`src/hdl/ccgs_pkg.sv`:
```
// Shared types and constants for the cave generation step unit.
package ccgs_pkg;

   localparam int ROW_BITS    = 64;
   localparam int WIDTH_BITS  = 7;
   localparam int MAX_WIDTH   = 64;
   localparam int QUEUE_DEPTH = 2;

   // wall threshold for a wall cell; a floor cell needs one more
   localparam int WALL_KEEP = 4;

   localparam logic [WIDTH_BITS-1:0] WIDTH_RESET = WIDTH_BITS'(64);

   typedef struct packed {
      logic [ROW_BITS-1:0] row_cells;
      logic                last_row;
   } req_word_type;

   typedef struct packed {
      logic [ROW_BITS-1:0] out_row_cells;
      logic                frame_end;
   } rsp_word_type;

   // one accepted row with the row context it needs
   typedef struct packed {
      logic [ROW_BITS-1:0] above;
      logic [ROW_BITS-1:0] middle;
      logic [ROW_BITS-1:0] below;
      logic                has_first;
      logic                last;
   } job_type;

   // queue head toward the back end
   typedef struct packed {
      logic    valid;
      job_type job;
   } job_head_type;

endpackage

```
`src/hdl/cellular_cave_generation_step_unit.sv`:
```
// Cave generation step unit: rows in, one generation of the 4-5 rule out.
// Result words are registered; an accepted row word passes through the job queue first.
// Throughput: one row word per cycle while the queue has room; a last row holds the rule
//   unit for a second step, since it releases the closing row as a second result word.
// Reset (synchronous): queue and output empty, row window at wall, width 64.
module cellular_cave_generation_step_unit (
   input  logic                              clock,
   input  logic                              reset,
   input  logic                              csr_wr_en,
   input  logic [ccgs_pkg::WIDTH_BITS-1:0]   csr_wr_data,
   input  logic                              req_valid,
   output logic                              req_ready,
   input  ccgs_pkg::req_word_type            req_word,
   output logic                              rsp_valid,
   input  logic                              rsp_ready,
   output ccgs_pkg::rsp_word_type            rsp_word
);
   import ccgs_pkg::*;

   logic         queue_full;
   logic         push;
   job_type      push_job;
   logic         pop;
   job_head_type head;

   ccgs_front u_front (
      .clock      (clock),
      .reset      (reset),
      .req_valid  (req_valid),
      .req_ready  (req_ready),
      .req_word   (req_word),
      .queue_full (queue_full),
      .push       (push),
      .push_job   (push_job)
   );

   ccgs_queue u_queue (
      .clock    (clock),
      .reset    (reset),
      .push     (push),
      .push_job (push_job),
      .full     (queue_full),
      .pop      (pop),
      .head     (head)
   );

   ccgs_back u_back (
      .clock       (clock),
      .reset       (reset),
      .csr_wr_en   (csr_wr_en),
      .csr_wr_data (csr_wr_data),
      .head        (head),
      .pop         (pop),
      .rsp_valid   (rsp_valid),
      .rsp_ready   (rsp_ready),
      .rsp_word    (rsp_word)
   );

endmodule

```
`src/hdl/ccgs_front.sv`:
```
// Front end: accepts rows, keeps the two previous rows, emits jobs.
module ccgs_front (
   input  logic                  clock,
   input  logic                  reset,
   input  logic                  req_valid,
   output logic                  req_ready,
   input  ccgs_pkg::req_word_type req_word,
   input  logic                  queue_full,
   output logic                  push,
   output ccgs_pkg::job_type     push_job
);
   import ccgs_pkg::*;

   logic [ROW_BITS-1:0] older_row_ff, older_row_in;
   logic [ROW_BITS-1:0] middle_row_ff;
   logic                middle_valid_ff, middle_valid_in;

   assign req_ready = !queue_full;
   assign push      = req_valid && !queue_full;

   // job carries the row window as it stands before this word
   always_comb begin
      push_job.above     = older_row_ff;
      push_job.middle    = middle_row_ff;
      push_job.below     = req_word.row_cells;
      push_job.has_first = middle_valid_ff;
      push_job.last      = req_word.last_row;
   end

   // row window update; last row reopens a fresh grid
   always_comb begin
      older_row_in    = older_row_ff;
      middle_valid_in = middle_valid_ff;
      if (req_word.last_row) begin
         older_row_in    = '1;
         middle_valid_in = 1'b0;
      end else begin
         if (middle_valid_ff) begin
            older_row_in = middle_row_ff;
         end
         middle_valid_in = 1'b1;
      end
   end

   always_ff @(posedge clock) begin
      if (reset) begin
         older_row_ff    <= '1;
         middle_valid_ff <= 1'b0;
      end else if (push) begin
         older_row_ff    <= older_row_in;
         middle_valid_ff <= middle_valid_in;
      end
   end

   always_ff @(posedge clock) begin
      if (push) begin
         middle_row_ff <= req_word.row_cells;
      end
   end

endmodule

```
`src/hdl/ccgs_queue.sv`:
```
// Short job queue between front and back ends.
module ccgs_queue (
   input  logic                   clock,
   input  logic                   reset,
   input  logic                   push,
   input  ccgs_pkg::job_type      push_job,
   output logic                   full,
   input  logic                   pop,
   output ccgs_pkg::job_head_type head
);
   import ccgs_pkg::*;

   localparam int PTR_BITS = (QUEUE_DEPTH > 1) ? $clog2(QUEUE_DEPTH) : 1;
   localparam int CNT_BITS = $clog2(QUEUE_DEPTH + 1);
   localparam logic [CNT_BITS-1:0] DEPTH_CNT = CNT_BITS'(QUEUE_DEPTH);
   localparam logic [PTR_BITS-1:0] LAST_PTR  = PTR_BITS'(QUEUE_DEPTH - 1);

   job_type             entries_ff [QUEUE_DEPTH];
   logic [PTR_BITS-1:0] wr_ptr_ff, wr_ptr_in;
   logic [PTR_BITS-1:0] rd_ptr_ff, rd_ptr_in;
   logic [CNT_BITS-1:0] count_ff, count_in;
   logic                do_pop;

   assign full       = (count_ff == DEPTH_CNT);
   assign head.valid = (count_ff != '0);
   assign head.job   = entries_ff[rd_ptr_ff];
   assign do_pop     = pop && head.valid;

   // pointer wrap and occupancy
   always_comb begin
      wr_ptr_in = wr_ptr_ff;
      rd_ptr_in = rd_ptr_ff;
      count_in  = count_ff;
      if (push) begin
         wr_ptr_in = (wr_ptr_ff == LAST_PTR) ? '0 : wr_ptr_ff + 1'b1;
      end
      if (do_pop) begin
         rd_ptr_in = (rd_ptr_ff == LAST_PTR) ? '0 : rd_ptr_ff + 1'b1;
      end
      if (push && !do_pop) begin
         count_in = count_ff + 1'b1;
      end else if (do_pop && !push) begin
         count_in = count_ff - 1'b1;
      end
   end

   always_ff @(posedge clock) begin
      if (reset) begin
         wr_ptr_ff <= '0;
         rd_ptr_ff <= '0;
         count_ff  <= '0;
      end else begin
         wr_ptr_ff <= wr_ptr_in;
         rd_ptr_ff <= rd_ptr_in;
         count_ff  <= count_in;
      end
   end

   always_ff @(posedge clock) begin
      if (push) begin
         entries_ff[wr_ptr_ff] <= push_job;
      end
   end

endmodule

```
`src/hdl/ccgs_back.sv`:
```
// Back end: applies the cave rule to a row window and registers the result.
module ccgs_back (
   input  logic                                clock,
   input  logic                                reset,
   input  logic                                csr_wr_en,
   input  logic [ccgs_pkg::WIDTH_BITS-1:0]     csr_wr_data,
   input  ccgs_pkg::job_head_type              head,
   output logic                                pop,
   output logic                                rsp_valid,
   input  logic                                rsp_ready,
   output ccgs_pkg::rsp_word_type              rsp_word
);
   import ccgs_pkg::*;

   localparam logic [WIDTH_BITS-1:0] MAX_W = WIDTH_BITS'(MAX_WIDTH);

   logic [WIDTH_BITS-1:0] grid_width_ff;
   logic                  phase_ff, phase_in;
   logic                  rsp_valid_ff;
   rsp_word_type          rsp_word_ff;

   logic [WIDTH_BITS-1:0] width_used;
   logic [ROW_BITS-1:0]   lane_mask;
   logic [ROW_BITS-1:0]   sel_above, sel_middle, sel_below;
   logic                  sel_end, emit, retire, out_free, step;
   logic [ROW_BITS-1:0]   next_row;

   // one generation over a three-row window
   function automatic logic [ROW_BITS-1:0] next_gen(
      input logic [ROW_BITS-1:0] above,
      input logic [ROW_BITS-1:0] mid,
      input logic [ROW_BITS-1:0] below,
      input logic [ROW_BITS-1:0] mask
   );
      logic [ROW_BITS-1:0] a, m, b, al, ar, ml, mr, bl, br, res;
      logic [3:0]          cnt;
      a   = above | ~mask;
      m   = mid   | ~mask;
      b   = below | ~mask;
      al  = {a[ROW_BITS-2:0], 1'b1};
      ar  = {1'b1, a[ROW_BITS-1:1]};
      ml  = {m[ROW_BITS-2:0], 1'b1};
      mr  = {1'b1, m[ROW_BITS-1:1]};
      bl  = {b[ROW_BITS-2:0], 1'b1};
      br  = {1'b1, b[ROW_BITS-1:1]};
      res = '0;
      for (int k = 0; k < ROW_BITS; k++) begin
         cnt = 4'(al[k]) + 4'(a[k]) + 4'(ar[k]) + 4'(ml[k])
             + 4'(mr[k]) + 4'(bl[k]) + 4'(b[k]) + 4'(br[k]);
         if (m[k]) begin
            res[k] = (cnt >= 4'(WALL_KEEP));
         end else begin
            res[k] = (cnt >= 4'(WALL_KEEP + 1));
         end
      end
      return res & mask;
   endfunction

   // lanes in use, width clamped to the row size
   always_comb begin
      width_used = (grid_width_ff > MAX_W) ? MAX_W : grid_width_ff;
      for (int k = 0; k < ROW_BITS; k++) begin
         lane_mask[k] = (WIDTH_BITS'(k) < width_used);
      end
   end

   // pick the window: inner row first, then the closing row on a last word; a grid's first row alone emits nothing
   always_comb begin
      sel_above  = head.job.above;
      sel_middle = head.job.middle;
      sel_below  = head.job.below;
      sel_end    = 1'b0;
      emit       = 1'b0;
      retire     = 1'b1;
      phase_in   = 1'b0;
      if (phase_ff) begin
         sel_above  = head.job.middle;
         sel_middle = head.job.below;
         sel_below  = '1;
         sel_end    = 1'b1;
         emit       = 1'b1;
      end else if (head.job.has_first) begin
         emit     = 1'b1;
         retire   = !head.job.last;
         phase_in = head.job.last;
      end else if (head.job.last) begin
         sel_middle = head.job.below;
         sel_below  = '1;
         sel_end    = 1'b1;
         emit       = 1'b1;
      end
   end

   assign next_row = next_gen(sel_above, sel_middle, sel_below, lane_mask);
   assign out_free = !rsp_valid_ff || rsp_ready;
   assign step     = head.valid && (!emit || out_free);
   assign pop      = step && retire;

   always_ff @(posedge clock) begin
      if (reset) begin
         grid_width_ff <= WIDTH_RESET;
         phase_ff      <= 1'b0;
         rsp_valid_ff  <= 1'b0;
      end else begin
         if (csr_wr_en) begin
            grid_width_ff <= csr_wr_data;
         end
         if (step) begin
            phase_ff <= phase_in;
         end
         if (step && emit) begin
            rsp_valid_ff <= 1'b1;
         end else if (rsp_ready) begin
            rsp_valid_ff <= 1'b0;
         end
      end
   end

   // result word register
   always_ff @(posedge clock) begin
      if (step && emit) begin
         rsp_word_ff.out_row_cells <= next_row;
         rsp_word_ff.frame_end     <= sel_end;
      end
   end

   assign rsp_valid = rsp_valid_ff;
   assign rsp_word  = rsp_word_ff;

endmodule
```
`config.mk`:
```
export PLATFORM = sky130hd
export DESIGN_NAME = cellular_cave_generation_step_unit
export DESIGN_NICKNAME = d
export VERILOG_FILES = /design/src/hdl/ccgs_pkg.sv /design/src/hdl/cellular_cave_generation_step_unit.sv /design/src/hdl/ccgs_front.sv /design/src/hdl/ccgs_queue.sv /design/src/hdl/ccgs_back.sv
export SDC_FILE = /design/constraint.sdc
export NUM_CORES = 1
export LEC_CHECK = 0
export ABC_AREA = 1
export BUFFER_PORTS_ARGS = -buffer_cell sky130_fd_sc_hd__clkbuf_2
export CAP_MARGIN = 5
export CORE_MARGIN = 2
export CORE_UTILIZATION = 52
export CTS_CLUSTER_SIZE = 10
export DETAILED_ROUTE_END_ITERATION = 10
export PLACE_DENSITY = 0.68
export SKIP_LAST_GASP = 1
export SYNTH_ARGS = -nofsm -noshare
export SYNTH_HDL_FRONTEND = slang
export SYNTH_SLANG_ARGS = --single-unit
```
`constraint.sdc`:
```
create_clock -name clock -period 16.8 [get_ports clock]
set_input_delay 3.36 -clock clock [delete_from_list [all_inputs] [get_ports clock]]
set_output_delay 3.36 -clock clock [all_outputs]
set_load 0.02 [all_outputs]
```
Yosys cells after proc, flatten, opt, wreduce, memory -nomap -nowiden
Memory sizes are Yosys's and may differ from the RTL's. A register that Yosys moved wholly into a read port is not among the register bits.
Index checks and enable logic that the tools add are counted.
{ "totals": {"regBits": 207, "latch_bits": 0, "ram_bits": 388, "rom_bits": 0, "inputBits": 77, "output_inout_bits": 67, "elab_cells": 776, "memories": 1} }
{ "mem_list": {"columns": ["memory", "depth", "word_bits", "rd", "rd_clocked_by_memory_dff", "write_ports", "line_no", "rtl"], "rows": [
  ["u_queue.entries_ff", 2, 194, 1, 1, 1, "ccgs_queue.sv:18", "job_type entries_ff [QUEUE_DEPTH];"]
]} }
{ "op_classes": {"addsub": 452, "mul": 0, "div_mod_pow": 0, "n_lt_le_gt_ge": 193, "eq_ne": 1, "shift": 0, "n_mux": 93, "bitwise_logic": 5, "n_reduce_logical": 20} }
{ "ops": {"columns": ["op", "count"], "rows": [
  ["$add A4 B1 Y4", 379],
  ["$mux W64", 9],
  ["$ge A4 B3 Y1 const B", 128],
  ["$lt A6 B7 Y1 const A", 32],
  ["$or A64 B64 Y64", 3],
  ["$add A1 B1 Y2", 63],
  ["$lt A5 B7 Y1 const A", 16],
  ["$mux W1", 81],
  ["$and A64 B64 Y64", 1],
  ["$not A64 Y64", 1],
  ["$lt A4 B7 Y1 const A", 8],
  ["$lt A3 B7 Y1 const A", 4],
  ["$add A4 B1 Y4 const B", 5],
  ["$lt A1 B7 Y1 const A", 2],
  ["$lt A2 B7 Y1 const A", 2],
  ["$reduce_bool A2 Y1", 4],
  ["$gt A7 B7 Y1 const B", 1],
  ["$logic_and A1 B1 Y1", 7],
  ["$mux W7", 1],
  ["$logic_not A1 Y1", 6],
  ["$mux W2", 2],
  ["$add A1 B1 Y1 const B", 2],
  ["$add A1 B1 Y2 const A", 1],
  ["$add A2 B1 Y2 const B", 1],
  ["other kinds (4)", 5]
]} }

Depth between registers and ports, before layout
Gate-level depths: netlist of the first run.
{ "depth": {"word_depth": 15, "ltp_mapped": 22} }

Cells and area by module
A second synthesis of the first run with hierarchy kept.
{ "unflattened": {"hier_cells": 3599, "hier_area_um2": 38485.7} }
{ "by_module_without_submodules": {"columns": ["module", "instances", "cells_each", "area_per_inst_um2"], "rows": [
  ["ccgs_back", 1, 2400, 18059.8],
  ["ccgs_queue", 1, 639, 14900.5],
  ["ccgs_front", 1, 560, 5525.3]
]} }

Least setup slack after synthesis of the first run
OpenSTA, ideal clock, no wires.
{ "synth_timing": {"kind": "input port to flip-flop", "start": "in req_valid", "end": "mem u_queue.entries_ff[1][0] in the netlist's numbering, enable pin", "arrival_ns": 11.545, "setup_slack_ns": 4.501, "path_stages": 2, "path_cell_list": "nand2_1 nor2_1"} }
{ "synth_via": {"elab_chain_cells": 3} }
{ "synth_lines": {"columns": ["item", "line_no", "rtl"], "rows": [
  ["from (decl)", "cellular_cave_generation_step_unit.sv:11", "input logic req_valid,"],
  ["$logic_and A1 B1 Y1", "ccgs_front.sv:19", "assign push = req_valid && !queue_full;"],
  ["$mux W1", "ccgs_queue.sv:60", "if (push) begin"],
  ["$mux W1 (not written as such)", "ccgs_queue.sv:61", "entries_ff[wr_ptr_ff] <= push_job;"],
  ["to (decl)", "ccgs_queue.sv:18", null]
]} }
No other way between the ends.

Worst setup path in the final report of the first run
{ "layout_timing": {"start": "reg u_back.grid_width_ff[6]", "end": "reg u_back.rsp_word_ff (netlist bit u_back.rsp_word[63]), data pin"} }
{ "layout_via": {"elab_chain_cells": 15, "word_cells_on_any_way": 20, "classes_between": "add/sub (7); order compare (6); mux (2); bitwise (5)"} }
{ "layout_lines": {"columns": ["item", "line_no", "rtl"], "rows": [
  ["from (decl)", "ccgs_back.sv:17", "logic [WIDTH_BITS-1:0] grid_width_ff;"],
  ["from (signal assigned)", "ccgs_back.sv:106", "grid_width_ff <= csr_wr_data;"],
  ["$gt A7 B7 Y1", "ccgs_back.sv:61", "width_used = (grid_width_ff > MAX_W) ? MAX_W : grid_width_ff;"],
  ["$mux W7 *", "ccgs_back.sv:61", null],
  ["$lt A6 B7 Y1", "ccgs_back.sv:63", "lane_mask[k] = (WIDTH_BITS'(k) < width_used);"],
  ["$not A64 Y64", "ccgs_back.sv:37, ccgs_back.sv:38, ccgs_back.sv:39", null],
  ["$or A64 B64 Y64", "ccgs_back.sv:37", "a = above | ~mask;"],
  ["$add A1 B1 Y2", "ccgs_back.sv:48", "cnt = 4'(al[k]) + 4'(a[k]) + 4'(ar[k]) + 4'(ml[k])"],
  ["$add A4 B1 Y4 (2 in a row)", "ccgs_back.sv:48", null],
  ["$add A4 B1 Y4 (4 in a row)", "ccgs_back.sv:49", "+ 4'(mr[k]) + 4'(bl[k]) + 4'(b[k]) + 4'(br[k]);"],
  ["$ge A4 B3 Y1, on equally long branches", "ccgs_back.sv:53, ccgs_back.sv:51", null],
  ["$mux W1", "ccgs_back.sv:50", "if (m[k]) begin"],
  ["$and A64 B64 Y64 *", "ccgs_back.sv:56", "return res & mask;"],
  ["named net u_back.next_row[62]", "ccgs_back.sv:26", "logic [ROW_BITS-1:0] next_row;"],
  ["to (decl)", "ccgs_back.sv:20", "rsp_word_type rsp_word_ff;"]
]} }
The timed path passes the listed nets; every way through them passes the cells marked *.
A chain may end at the register's enable or synchronous reset.

==> metrics.yaml, run 1 <==
flow_run:
  drv_cap: 0
timing:
  finalHoldWorstSlack_ns: 0.4483
  tns_ns: 0
  finalCriticalPeriod_ns: 6.358
  max_slew_margin_pct: 25.72
  rsz0062_at_grt: "no"
  timing_hold_violations_final: 0
  tightest_slew_ns: 1.111
  max_clock_freq_mhz: 157.3
  drv_slew: 0
  clock_skew_ns: 0.01845
  min_period_over_period_pct: 37.85
  finalSetupViolations: 0
cells_and_area:
  multi_input_area_mm2: 0.01582
  fin_util_pct: 57.73
  insertedDiodeCount: 0
  drive_above_1_share_pct: 9.480
  regArea_mm2: 0.01711
  fin_area_mm2: 0.03863
  area_growth_pct: 10.26
  n_fill_cell: 5578
  fin_nets: 3934
global_route:
  grt_max_degree: 160
  grt_overflow: 0
  grt_pass1_vias: 23860
  grt_use_total_pct: 24.65
  antenna_found_initial: 2
  grt_pass1_wl_um: 132400
logic_synthesis:
  synthArstFlopShare_pct: 0
  yosys_warnings: 0
  syn_area_mm2: 0.03503
  synth_ff_type: "edfxtp_1"
  synth_cell_types: 51
  synthTopCellsByArea: "edfxtp_1, fa_1, nand2_1"
  synth.top_cell.area_share_pct: 44.31
  synth_area_per_cell_um2: 10.66
  synthTopCellsByCount: "nand2_1, edfxtp_1, inv_1"
  synth_seq_cells: 596
  synth-edff-count: 517
  yosysTopAreaCell: "edfxtp_1"
  syn-num-nets: 3809
  ys_seq_area_share_pct: 48.83
  synthCells: 3286
  synth_most_common_cell: "nand2_1"
worst_setup_path:
  worst_setup_path_start_kind: "register"
  critPathKind: "register to register"
  critical_path_required_ns: 17.14
  path_max_fanout: 12
  end_kind: "register"
  r2r_cells: 14
  cp.arrival_ns: 6.70
routing:
  ant_nets: 0
  dr.pass1.iters: 5
  wire_per_inst_um: 19.29
  remaining_drc_errors: 0
  via_count: 23590
  vias_per_cell: 5.443
  drtIter0Drc: 1842
  totalWireLength_um: 83600
clock_tree:
  post_cts_buffers: 0
  numClockSinks: 596
  path_clk_slew_ns: 0.06
  h-tree-depth: 3
  cts-resized-gates: 0
  cts_tree: "done"
  clk_latency_ns: 0.60
  cts_root_buffer: "clkbuf_16"
  ctsLongestPathBuffers: 3
  holdBufCountCts: 0
  numCtsBuffers: 71
placement:
  place.port_buffers: 143
  hpwl_um: 55910
  place_area_mm2: 0.03656
  gp_congestion: 0.8685
die:
  fp.coreArea_mm2: 0.06692
  chipHeight_um: 263.6
  dieWidth_um: 263.6
  row_count: 95
  initial_core_util_pct: 52.35
  io_pins: 144
  die-area_mm2: 0.06947
hold_path:
  hp-class: "register to register"
  holdPathStages: 0
run_status:
  status: "completed"
## layer usage
| layer | wire length (um) | GRT usage, % | part of all wire, % | up-vias |
|---|---|---|---|---|
| met4 | 1917 | 7.413 | 2.3 | 2 |
| li1 | - | - | - | 11230 |
| met1 | 36210 | 33.86 | 43 | 11470 |
| met3 | 5975 | 4.022 | 7.1 | 120 |
| met5 | 13 | 0 | 0.016 | - |
| met2 | 39480 | 40.53 | 47 | 764 |
## through the flow
stage,setup slack (ns),std cells
detailed placement,10.50,4211
CTS,10.46,4333
global placement,10.56,4211
finish,10.44,4333
global route,10.25,4333
floorplan,4.501,3286
## placed cells by master, fill, tap and decap left out, drive strengths merged, types with 4 or more instances in the layout
cell type    n
o21a         5
nand3      132
nor3        18
edfxtp     517
dfxtp       79
o21ai      212
xor2         6
o211ai     100
mux2i       27
ha         193
buf         21
a21boi      13
o221ai      16
nand2      741
nand4       20
nor2       231
xnor2       57
a21oi       82
fa         253
clkinv       4
clkbuf     264
inv        431
o2111ai      4
or2         22
## critical path, cell delays in order (launching register included)
cell and delay, ns:
dfxtp_1 0.47, inv_2 0.33, nand3_1 0.87, or2_0 0.90, a21oi_1 0.41, o221ai_1 0.31
ha_1 0.42, fa_1 0.54, inv_1 0.05, fa_1 0.53, fa_1 0.49, fa_1 0.51
nand2_1 0.05, o21ai_1 0.13, a21oi_1 0.08
## logic make-up after synthesis
logic type | count (synthesis) | share of synthesized area [%]
simple gates | 1167 | 13.78
mux | 27 | 0.7714
compound gates | 441 | 7.571
flops | 596 | 48.83
fa+ha+maj | 446 | 21.35
xor+xnor | 63 | 1.575
buf+inv | 546 | 6.128
## flip-flops by register name (all words and copies together) (netlist names), 2 cells and up, named ones only
signal and cells:
u_queue.entries_ff 388, u_back.rsp_word 65, u_front.middle_row_ff 64, u_front.older_row_ff 64, u_back.grid_width_ff 7, u_queue.count_ff 2
## area by class of cell
type / instances / share of cell area, %
Sequential cell: 596 / 44.29
Multi-Input combinational cell: 2144 / 40.95
Clock buffer: 121 / 5.354
Inverter: 434 / 4.240
Tap cell: 873 / 2.828
Timing Repair Buffer: 164 / 2.326
Clock inverter: 1 / 0.01296
## final timing paths
kind / start / to / slack [ns]
setup / recovery: u_back.grid_width_ff[6] / u_back.rsp_word[63] / 10.44
hold / removal: u_front.older_row_ff[63] / u_queue.entries_ff[1][193] / 0.45
setup reg to reg: u_back.grid_width_ff[6] / u_back.rsp_word[63] / 10.44
hold reg to reg: u_front.older_row_ff[63] / u_queue.entries_ff[1][193] / 0.45
Power of run 1 is not shown: default switching activity piles up to over one toggle a cycle in this logic, so the estimate is an artifact.
==> run 2, diff against run 1 <==
Clock period 16.8 ns to 6.5 ns, I/O delays scaled along.
==> run 2 against run 1 <==
Effect of this change:
- global-route usage grew 0.34 points
- critical endpoint is now u_back.rsp_word[47]
- design area rose by 0.37%
- final cell count is 0.37% higher
- count of clock-buffer cells in the layout shrank 3
- register-to-register slack got worse by 9.4 ns
- sequential cell count stayed put
- sequential share of layout area shrank 0.16 points
- critical path depth unchanged
- non-clock buffer count rose by 12
- largest cell class unchanged
==> metrics.yaml, run 2 (synthesis results as in run 1) <==
routing:
  via_count: 23780  # +0.84%
  wire_per_inst_um: 19.65  # +1.9%
  remaining_drc_errors: 0  # unchanged
  vias_per_cell: 5.469  # +0.47%
  drtIter0Drc: 2282  # +24%
  totalWireLength_um: 85470  # +2.2%
  ant_nets: 0  # unchanged
  dr.pass1.iters: 6  # +1
clock_tree:
  path_clk_slew_ns: 0.05  # about the same
  cts-resized-gates: 0  # unchanged
  holdBufCountCts: 0  # unchanged
  h-tree-depth: 3  # unchanged
  cts_tree: "done"
  post_cts_buffers: 0  # unchanged
  ctsLongestPathBuffers: 3  # unchanged
  numClockSinks: 596  # unchanged
  clk_latency_ns: 0.62  # +0.02 ns
  cts_root_buffer: "clkbuf_16"
  numCtsBuffers: 71  # unchanged
die:
  die-area_mm2: 0.06947  # unchanged
  row_count: 95  # unchanged
  dieWidth_um: 263.6  # unchanged
  initial_core_util_pct: 52.35  # unchanged
  fp.coreArea_mm2: 0.06692  # unchanged
  chipHeight_um: 263.6  # unchanged
  io_pins: 144  # unchanged
placement:
  place_inst: 4223  # +0.28%
  hpwl_um: 57990  # +3.7%
  gp_congestion: 0.9094  # +4.7%
  dp_slack_ns: 1.104  # -9.400 ns
  place_area_mm2: 0.03669  # +0.35%
  place.port_buffers: 143  # unchanged
worst_setup_path:
  critical_path_required_ns: 6.93  # -10.21 ns
  end_kind: "register"
  critPathKind: "register to register"
  regToRegEndpoint: "u_back.rsp_word[47]"
  worst_setup_path_start_kind: "register"
  r2r_cells: 14  # unchanged
  regToRegSetupSlack_ns: 1.01  # -9.43 ns
  path_max_fanout: 12  # unchanged
  r2r_start: "u_back.grid_width_ff[6]"
  startpoint: "u_back.grid_width_ff[6]"
  cp.arrival_ns: 5.92  # -0.78 ns
global_route:
  grt_max_degree: 128  # -20%
  gr-max-usage-layer: "met2"
  grt_util_met2_pct: 40.53  # unchanged
  grt_pass1_vias: 23520  # -1.4%
  grt_overflow: 0  # unchanged
  antenna_found_initial: 3  # +1
  grt_use_met1_pct: 34.37  # +0.51 points
  met3_usage_pct: 3.966  # -0.056 points
  grt_use_total_pct: 24.99  # +0.34 points
  grt_pass1_wl_um: 133200  # +0.61%
flow_run:
  drv_cap: 0  # unchanged
timing:
  clock_skew_ns: 0.02859  # +0.01014 ns
  max_slew_margin_pct: 24.54  # -1.2 points
  rsz0062_at_grt: "no"
  min_period_over_period_pct: 84.46  # +47 points
  finalSetupViolations: 0  # unchanged
  max_clock_freq_mhz: 182.2  # +16%
  timing_hold_violations_final: 0  # unchanged
  tns_ns: 0  # unchanged
  finalCriticalPeriod_ns: 5.490  # -0.8684 ns
  drv_slew: 0  # unchanged
  tightest_slew_ns: 1.132  # +0.02089 ns
  setup_ws_ns: 1.010  # -9.432 ns
cells_and_area:
  largest_register_ffs: 388  # unchanged
  area_growth_pct: 10.67
  drive_above_1_share_pct: 9.842  # +0.36 points
  final_cell_mix: "nand2_1, edfxtp_1, inv_1"
  regMostFlops: "u_queue.entries_ff"
  fin_nets: 3946  # +0.31%
  fin_area_mm2: 0.03877  # +0.37%
  finalNonFillerCells: 4349  # +0.37%
  layout_commonest_cell: "nand2_1"
hold_path:
  min_to: "u_queue.entries_ff[1][187]"
  hp-start: "u_front.older_row_ff[57]"
  hp-class: "register to register"
  holdPathStages: 0  # unchanged
run_status:
  status: "completed"
## run 2: changes by cell type in the layout (fill, tap and decap cells not counted), sizes merged
cell	previous run	this run
inv	431	434
clkinv	4	6
diode	0	1
clkbuf	264	261
bufinv	0	1
buf	21	33
## run 2: routing by layer
| metal | vias to the layer above | part of all wire [%] | wire length, um |
|---|---|---|---|
| met1 | 11630 | 43 | 36790 |
| met5 | - | 0.032 | 27 |
| met2 | 753 | 47 | 40090 |
| met3 | 149 | 7.1 | 6027 |
| met4 | 4 | 3.0 | 2528 |
| li1 | 11250 | - | - |
## run 2: per-stage QoR
step                utilization [%]  hold slack (ns)
global route                  57.94           0.4562
floorplan                         -           0.4237
finish                        57.94           0.4360
CTS                           57.94           0.4481
global placement              54.82           0.4317
detailed placement            54.82           0.4349
## run 2: worst max path at each step
stage	to	slack, ns	cells past startpoint
6_report	u_back.rsp_word[47]	1.01	14
3_3_place_gp	u_back.rsp_word[63]	1.15	14
5_1_grt	u_back.rsp_word[47]	0.80	17
4_1_cts	u_back.rsp_word[63]	1.11	14
3_5_place_dp	u_back.rsp_word[63]	1.10	14
2_1_floorplan	u_queue.entries_ff[1][0]	-0.46	2
## run 2: worst max-delay path, stage by stage (launching register included)
cell,delay [ns]
dfxtp_1,0.68
inv_2,0.30
nand3_1,0.17
or2_0,0.87
a21oi_1,0.29
o211ai_1,0.33
ha_1,0.33
fa_1,0.55
fa_1,0.46
fa_1,0.43
inv_1,0.10
fa_1,0.42
nand2_1,0.09
o21ai_1,0.08
a21boi_0,0.19
## run 2: layout make-up
class / count / area, um2
well taps: 873 / 1092
clock inverters: 7 / 81.33
diodes: 1 / 2.502
inverters: 434 / 1638
repair buffers: 176 / 1026
flip-flops and latches: 596 / 17110
multi-input cells: 2144 / 15820
clock buffers: 118 / 2004
fillers: 5582 / 28150
Power of run 2 is left out for the same reason.
